### src/sv/tcw_pkg.sv
`default_nettype none

package tcw_pkg;

    localparam int CHAR_W      = 8;
    localparam int INDEX_W     = 11;
    localparam int CELL_W      = 16;
    localparam int CUR_ROW_W   = 5;
    localparam int CUR_COL_W   = 7;

    localparam logic [1:0] OP_PUT   = 2'd0;
    localparam logic [1:0] OP_CLEAR = 2'd1;
    localparam logic [1:0] OP_READ  = 2'd2;

    localparam logic [CHAR_W-1:0] CHAR_NEWLINE  = 8'h0A;
    localparam logic [CHAR_W-1:0] CHAR_SPACE    = 8'h20;
    localparam logic [CHAR_W-1:0] COLOR_DEFAULT = 8'h07;
    localparam logic [CELL_W-1:0] BLANK_CELL    = {COLOR_DEFAULT, CHAR_SPACE};

    typedef struct packed {
        logic [1:0]         opcode;
        logic [CHAR_W-1:0]  char_code;
        logic [INDEX_W-1:0] cell_index;
    } tcw_in_t;

    typedef struct packed {
        logic [CELL_W-1:0]    cell_data;
        logic [CUR_ROW_W-1:0] cursor_row;
        logic [CUR_COL_W-1:0] cursor_col;
    } tcw_out_t;

    // Commands from the controller to the datapath.
    typedef struct packed {
        logic accept;
        logic fill_en;
        logic fill_row;
        logic load_read;
    } tcw_cmd_t;

    // Status from the datapath to the controller.
    typedef struct packed {
        logic scroll;
        logic fill_last;
    } tcw_stat_t;

endpackage

`default_nettype wire

### src/sv/tcw_ctrl.sv
`default_nettype none

module tcw_ctrl
    import tcw_pkg::*;
(
    input  wire logic      clk,
    input  wire logic      rst_n,
    input  wire logic      start,
    input  wire logic [1:0] opcode,
    input  wire tcw_stat_t stat,
    output tcw_cmd_t       cmd,
    output logic           busy,
    output logic           done
);

    typedef enum logic [2:0] {
        ST_INIT,
        ST_IDLE,
        ST_READ,
        ST_BLANK,
        ST_WIPE
    } state_t;

    state_t state_reg;
    state_t state_next;
    logic   busy_reg;
    logic   done_reg;
    logic   done_next;

    always_comb
    begin
        cmd.accept    = (state_reg == ST_IDLE) && start;
        cmd.fill_en   = (state_reg == ST_INIT) || (state_reg == ST_BLANK) ||
                        (state_reg == ST_WIPE);
        cmd.fill_row  = (state_reg == ST_BLANK);
        cmd.load_read = (state_reg == ST_READ);
    end

    always_comb
    begin
        state_next = state_reg;
        done_next  = 1'b0;
        unique case (state_reg)
            ST_INIT:
            begin
                if (stat.fill_last)
                begin
                    state_next = ST_IDLE;
                end
            end
            ST_IDLE:
            begin
                if (start)
                begin
                    unique case (opcode)
                        OP_PUT:
                        begin
                            if (stat.scroll)
                            begin
                                state_next = ST_BLANK;
                            end
                            else
                            begin
                                done_next = 1'b1;
                            end
                        end
                        OP_CLEAR: state_next = ST_WIPE;
                        OP_READ:  state_next = ST_READ;
                        default:  done_next  = 1'b1;
                    endcase
                end
            end
            ST_READ:
            begin
                state_next = ST_IDLE;
                done_next  = 1'b1;
            end
            ST_BLANK, ST_WIPE:
            begin
                if (stat.fill_last)
                begin
                    state_next = ST_IDLE;
                    done_next  = 1'b1;
                end
            end
            default: state_next = ST_IDLE;
        endcase
    end

    always_ff @(posedge clk or negedge rst_n)
    begin
        if (!rst_n)
        begin
            state_reg <= ST_INIT;
            busy_reg  <= 1'b1;
            done_reg  <= 1'b0;
        end
        else
        begin
            state_reg <= state_next;
            busy_reg  <= (state_next != ST_IDLE);
            done_reg  <= done_next;
        end
    end

    assign busy = busy_reg;
    assign done = done_reg;

endmodule

`default_nettype wire

### config.mk
export PLATFORM = sky130hd
export DESIGN_NAME = tcw_ctrl
export DESIGN_NICKNAME = d
export VERILOG_FILES = /design/src/sv/tcw_pkg.sv /design/src/sv/tcw_ctrl.sv
export SDC_FILE = /design/constraint.sdc
export NUM_CORES = 1
export LEC_CHECK = 0
export BUFFER_PORTS_ARGS = -buffer_cell sky130_fd_sc_hd__buf_2
export CAP_MARGIN = 20
export CORE_AREA = 3 3 40 42
export DETAILED_ROUTE_END_ITERATION = 12
export DIE_AREA = 0 0 43 45
export PLACE_DENSITY = 0.52
export SLEW_MARGIN = 5
export SYNTH_ARGS = -nofsm -noshare
export SYNTH_HDL_FRONTEND = slang
export SYNTH_SLANG_ARGS = --single-unit
### constraint.sdc
create_clock -name clk -period 1.1 [get_ports clk]
set_clock_uncertainty 0.15 [all_clocks]
set_input_delay 0.055 -clock clk [delete_from_list [all_inputs] [get_ports clk]]
set_output_delay 0.055 -clock clk [all_outputs]
set_load 0.05 [all_outputs]
==> results.json, run 1 <==
{
  "rsz0062_at_grt": "true",
  "crit_slowest_cell": "dfrtp_2",
  "syn-cell-area_um2": 274,
  "finalWeightedCongestion": 0.815,
  "start_util": 0.213,
  "cp-end-kind": "primary output",
  "pwr-share-seq": 0.229,
  "core_area_um2": 1280,
  "power_density_nw_per_um2": 1780,
  "fp.dieArea_um2": 1940,
  "synth.mux.area_fraction": 0,
  "ant_nets": 0,
  "path_delay_family": "flip-flops",
  "first_pass_iters": 2,
  "die_y_um": 45,
  "maxCapViolations": 0,
  "critical_path.max_fanout": 4,
  "synth_top_family_by_area": "compound AO/OA/AOI/OAI gates",
  "slew_viol_final": 0,
  "port_buffers": 12,
  "grt_pass1_vias": 320,
  "place_hpwl_um": 552,
  "cp_data_required_time_ps": 890,
  "track_usage": 0.101,
  "grt_max_degree": 7,
  "path_class": "reg2out",
  "diodes": 0,
  "tightest_slew_ps": 269,
  "crit_buf_inv": 1,
  "drt_wl_total_um": 892,
  "vias": 333,
  "intPower_mw": 0.709,
  "numCtsBuffers": 3,
  "die_x_um": 43,
  "reg2reg_to": "busy$_DFF_PN1_",
  "crit_cells": 3,
  "period_needed_ps": 1430,
  "grt_overflow_total": 0,
  "vias_per_cell": 4.38,
  "slowest_delay_ps": 430,
  "pin_count": 13,
  "rrSetupSlack_ps": -290,
  "crit_start": "state_reg[2]$_DFF_PN0_",
  "synth-seq-cells": 5,
  "swShare": 0.388,
  "ys_seq_area_frac": 0.461,
  "synthAdderAreaFrac": 0,
  "outcome": "finished, violations left",
  "path_cells": "nand3b_1 > o21ai_4 > buf_6",
  "avgSynthCellArea_um2": 10.1,
  "synthDistinctLibCells": 17,
  "initialDrtViolationCount": 9,
  "fin_crit_sh": 1.30,
  "clock_path_buffers": 2,
  "fmax_mhz": 700,
  "areaGrowthSynthToFinish_pct": 138,
  "p_sw_mw": 0.450,
  "setup.worst_path.end": "cmd[2]",
  "worstHoldPathType": "in2async",
  "relSlewSlack": 0.821,
  "grt_pass1_wl_mm": 1.35,
  "synthXorXnorAreaFrac": 0.0320,
  "combPwrFrac": 0.584,
  "drive_gt1_frac": 0.689,
  "cts_tree": "done",
  "clk_latency_ps": 240,
  "worstPathArrival_ps": 1220,
  "hold_violations": 0,
  "worstSetupStartpointType": "flip-flop",
  "syn_nets": 34,
  "p_leak_nw": 0.300,
  "h-tree-depth": 1,
  "ys_warn_count": 0,
  "num_rows": 13,
  "finalSetupViolCount": 10,
  "rr_startpoint": "state_reg[0]$_DFF_PN0_",
  "dpl_worst_slack_ps": -174,
  "syn_inst": 27,
  "root_buffer": "clkbuf_4",
  "synth_compound_area_frac": 0.233,
  "failed_checks": "setup timing",
  "synthSimpleGateAreaFrac": 0.219,
  "drc": 0,
  "rr_worst_depth": 5,
  "antenna_found_initial": 0,
  "totalPowerFinal_mw": 1.16,
  "setup_ws_ps": -328,
  "clock_power_share": 0.187,
  "clock-sinks": 5,
  "nets": 69,
  "cts.clk_slew.worst_paths_ps": 50,
  "fillers": 120,
  "largest_reg_flops": 3,
  "hold_ws_ps": 9.64,
  "wl_per_cell_um": 11.7,
  "vdd_ir_drop_max_mv": 0.723
}
==> cell usage after synthesis <==
cell       instances  area [µm²]
a21oi_1            3        15.0
a22o_1             1        8.76
a32o_1             1        10.0
dfrtp_1            4         100
dfstp_2            1        26.3
inv_1              3        11.3
inv_2              1        3.75
nand2_1            1        3.75
nand3b_1           1        7.51
nand4bb_2          1        16.3
nor2_1             1        3.75
nor2b_1            3        18.8
nor3_1             2        10.0
o21ai_1            1        5.00
o221ai_1           1        8.76
o32ai_2            1        16.3
xor2_1             1        8.76
==> layer usage <==
metal  part of all wire  GRT usage  vias up  routed length (µm)
met5                  0          0        -                   0
met4                  0     0.0904        0                   0
met3              0.058     0.0359        0                  52
met2               0.52      0.162       14                 461
met1               0.42      0.106      153                 379
li1                   -          -      166                   -
==> what timing repair did <==
action / in CTS / in global routing
gates resized for setup: 17 / 8
hold buffers: 4 / 0
pin swaps: 7 / 4
hold endpoints to repair: 8 / 0
buffers inserted: 6 / 7
setup endpoints to repair: 10 / 10
==> power by group through the flow <==
stage,registers (mW),logic (mW),clock network [mW]
CTS,0.267,0.580,0.219
detailed placement,0.267,0.419,0
floorplan,0.335,0.231,0
global route,0.269,0.715,0.236
finish,0.266,0.677,0.217
global placement,0.267,0.421,0
==> how the worst min path moves through the flow <==
stage / cells past startpoint / slack [ps] / endpoint
final: 2 / 10 / state_reg[1]$_DFF_PN0_
after global routing: 2 / 6 / state_reg[1]$_DFF_PN0_
after CTS: 2 / 0.2 / done$_DFF_PN0_
after detailed placement: 1 / -270 / done$_DFF_PN0_
after global placement: 1 / -270 / done$_DFF_PN0_
after floorplan: 0 / -390 / done$_DFF_PN0_
==> layout make-up <==
class                   instances  area, µm²  share of cell area
clock buffers                   4       26.3              0.0402
well taps                      15       18.8              0.0287
repair buffers                 30        267               0.408
inverters                       4       20.0              0.0307
multi-input cells              18        191               0.293
flip-flops and latches          5        130               0.199
==> cell families (layout without fill, tap and decap cells) <==
family          Yosys count  after routing
simple gates              9              9
compound gates            8              8
flops                     5              5
buf+inv                   4             38
xor+xnor                  1              1
==> layout by cell type (no fill, tap or decap), drive strengths merged <==
cell type	synthesis	final
buf	0	26
dlygate4sd3	0	4
clkbuf	0	4
dfrtp	4	4
inv	4	3
nor2b	3	3
a21oi	3	3
nor3	2	2
nand3b	1	1
nand4bb	1	1
nor2	1	1
o32ai	1	1
o21ai	1	1
clkinv	0	1
a32o	1	1
nand2	1	1
o221ai	1	1
xor2	1	1
a22o	1	1
dfstp	1	1
==> through the flow <==
stage / area (µm²) / utilization / std cells / setup TNS (ps)
detailed placement: 425 / 0.331 / 58 / -981
global placement: 425 / 0.331 / 58 / -948
floorplan: 317 / - / 27 / -696
CTS: 586 / 0.456 / 70 / -1780
finish: 653 / 0.508 / 76 / -2160
global route: 653 / 0.508 / 76 / -2590
Note: power is estimated with default switching activity, not from simulation.
==> inputs of run 2 (changes only) <==
--- a/config.mk
+++ b/config.mk
@@ -15,3 +15,4 @@
 export SYNTH_ARGS = -nofsm -noshare
 export SYNTH_HDL_FRONTEND = slang
 export SYNTH_SLANG_ARGS = --single-unit
+export TNS_END_PERCENT = 10
==> run 2 against run 1 <==
  * The run still ends with setup timing left
  * Sequential cell count unchanged
  * Critical path depth is the same
  * Final area is 11% lower
  * First-iteration DRC count shrank 44%
  * Core utilization shrank 5.6 points
  * Critical path type unchanged
  * Largest power group unchanged
==> results.json, run 2 (synthesis results as in run 1) <==
{
  "final_common_cell": "buf_4",
  "cts.clk_slew.worst_paths_ps": 40,
  "setup_ws_ps": -278,
  "rsz0062_at_grt": "true",
  "drt_wl_total_um": 749,
  "period_needed_ps": 1380,
  "pwr-share-seq": 0.263,
  "areaGrowthSynthToFinish_pct": 112,
  "die_y_um": 45,
  "maxCapViolations": 0,
  "root_buffer": "clkbuf_4",
  "ant_nets": 0,
  "fin_crit_sh": 1.25,
  "final_cells": 73,
  "cp-end-kind": "primary output",
  "intPower_mw": 0.621,
  "hold_violations": 0,
  "h-tree-depth": 1,
  "layout_common_cells": "buf_4, buf_2, dlygate4sd3_1",
  "grt_overflow_total": 0,
  "place_hpwl_um": 549,
  "nets": 66,
  "cts_tree": "done",
  "final_core_util": 0.452,
  "num_rows": 13,
  "fmax_mhz": 726,
  "outcome": "finished, violations left",
  "core_area_um2": 1280,
  "initialDrtViolationCount": 5,
  "worstPathArrival_ps": 1170,
  "worstSetupStartpointType": "flip-flop",
  "drive_gt1_frac": 0.552,
  "tightest_slew_ps": 261,
  "swShare": 0.389,
  "power_density_nw_per_um2": 1750,
  "relSlewSlack": 0.825,
  "cp_data_required_time_ps": 890,
  "drc": 0,
  "fillers": 128,
  "vias_per_cell": 4.37,
  "finalSetupViolCount": 10,
  "grt_max_degree": 7,
  "final.setup.tns_ps": -2040,
  "start_util": 0.213,
  "numCtsBuffers": 3,
  "largest_reg_flops": 3,
  "antenna_found_initial": 0,
  "slew_viol_final": 0,
  "combPwrFrac": 0.532,
  "clk_latency_ps": 240,
  "finalWeightedCongestion": 0.691,
  "clock_path_buffers": 2,
  "p_leak_nw": 0.279,
  "grt_pass1_wl_mm": 1.30,
  "clock_power_share": 0.205,
  "grt_pass1_vias": 302,
  "diodes": 0,
  "die_x_um": 43,
  "vias": 319,
  "pin_count": 13,
  "worstHoldPathType": "in2async",
  "track_usage": 0.0928,
  "fin_area_um2": 581,
  "critical_path.max_fanout": 4,
  "failed_checks": "setup timing",
  "port_buffers": 12,
  "vdd_ir_drop_max_mv": 0.635,
  "path_class": "reg2out",
  "dp_cells": 60,
  "clock-sinks": 5,
  "fp.dieArea_um2": 1940,
  "wl_per_cell_um": 10.3,
  "p_sw_mw": 0.395,
  "first_pass_iters": 2,
  "dpl_cell_area_um2": 432
}
[run 2: cell count changes in the layout (fill, tap and decap cells not counted), sizes merged]
| cell | previous run | this run |
|---|---|---|
| buf | 26 | 22 |
| inv | 3 | 4 |
| dlygate4sd3 | 4 | 5 |
| clkinv | 1 | 0 |
[run 2: power groups by stage]
stage / clock [mW] / sequential [mW] / combinational, mW
2_1_floorplan: 0 / 0.334 / 0.221
3_3_place_gp: 0 / 0.267 / 0.422
3_5_place_dp: 0 / 0.266 / 0.422
4_1_cts: 0.219 / 0.267 / 0.538
5_1_grt: 0.237 / 0.273 / 0.574
6_report: 0.208 / 0.267 / 0.541
[run 2: critical path: stages, from the launching register on]
cell	delay [ps]
dfrtp_1	400
nand3b_1	250
o21ai_4	110
buf_6	170
[run 2: metal layers]
layer	wire length [µm]	up-vias	track usage
met3	71	0	0.0558
li1	-	160	-
met5	0	-	0
met4	0	0	0.0181
met2	386	14	0.153
met1	291	145	0.105
[run 2: area by class of cell]
| cell class | count | area, µm² | area share |
|---|---|---|---|
| clock buffers | 4 | 26.3 | 0.0453 |
| inverters | 4 | 17.5 | 0.0302 |
| multi-input cells | 18 | 163 | 0.280 |
| flip-flops and latches | 5 | 128 | 0.220 |
| well taps | 15 | 18.8 | 0.0323 |
| repair buffers | 27 | 228 | 0.392 |
[run 2: repair_timing]
item,4_1_cts,5_1_grt
pin swaps,3,1
hold buffers,5,0
gates resized for setup,13,0
setup buffers,3,1
setup endpoints to repair,10,10
hold endpoints to repair,7,0
[run 2: through the flow]
stage	power (mW)	hold WS [ps]	setup slack, ps
after floorplan	0.556	-391	-175
after global placement	0.689	-272	-146
after detailed placement	0.687	-272	-142
after CTS	1.02	9.39	-300
after global routing	1.08	12.4	-348
final	1.02	9.29	-278
[run 2: worst paths after layout]
check | endpoint | cells after the start | from | slack, ps
max | cmd[2] | 3 | state_reg[2]$_DFF_PN0_ | -280
min | state_reg[2]$_DFF_PN0_ | 2 | rst_n | 9
max reg2reg | state_reg[2]$_DFF_PN0_ | 4 | state_reg[1]$_DFF_PN0_ | -210
min reg2reg | done$_DFF_PN0_ | 1 | state_reg[0]$_DFF_PN0_ | 490
max in group asynchronous | busy$_DFF_PN1_ | 2 | rst_n | 580
min in group clk | state_reg[1]$_DFF_PN0_ | 3 | start | 30
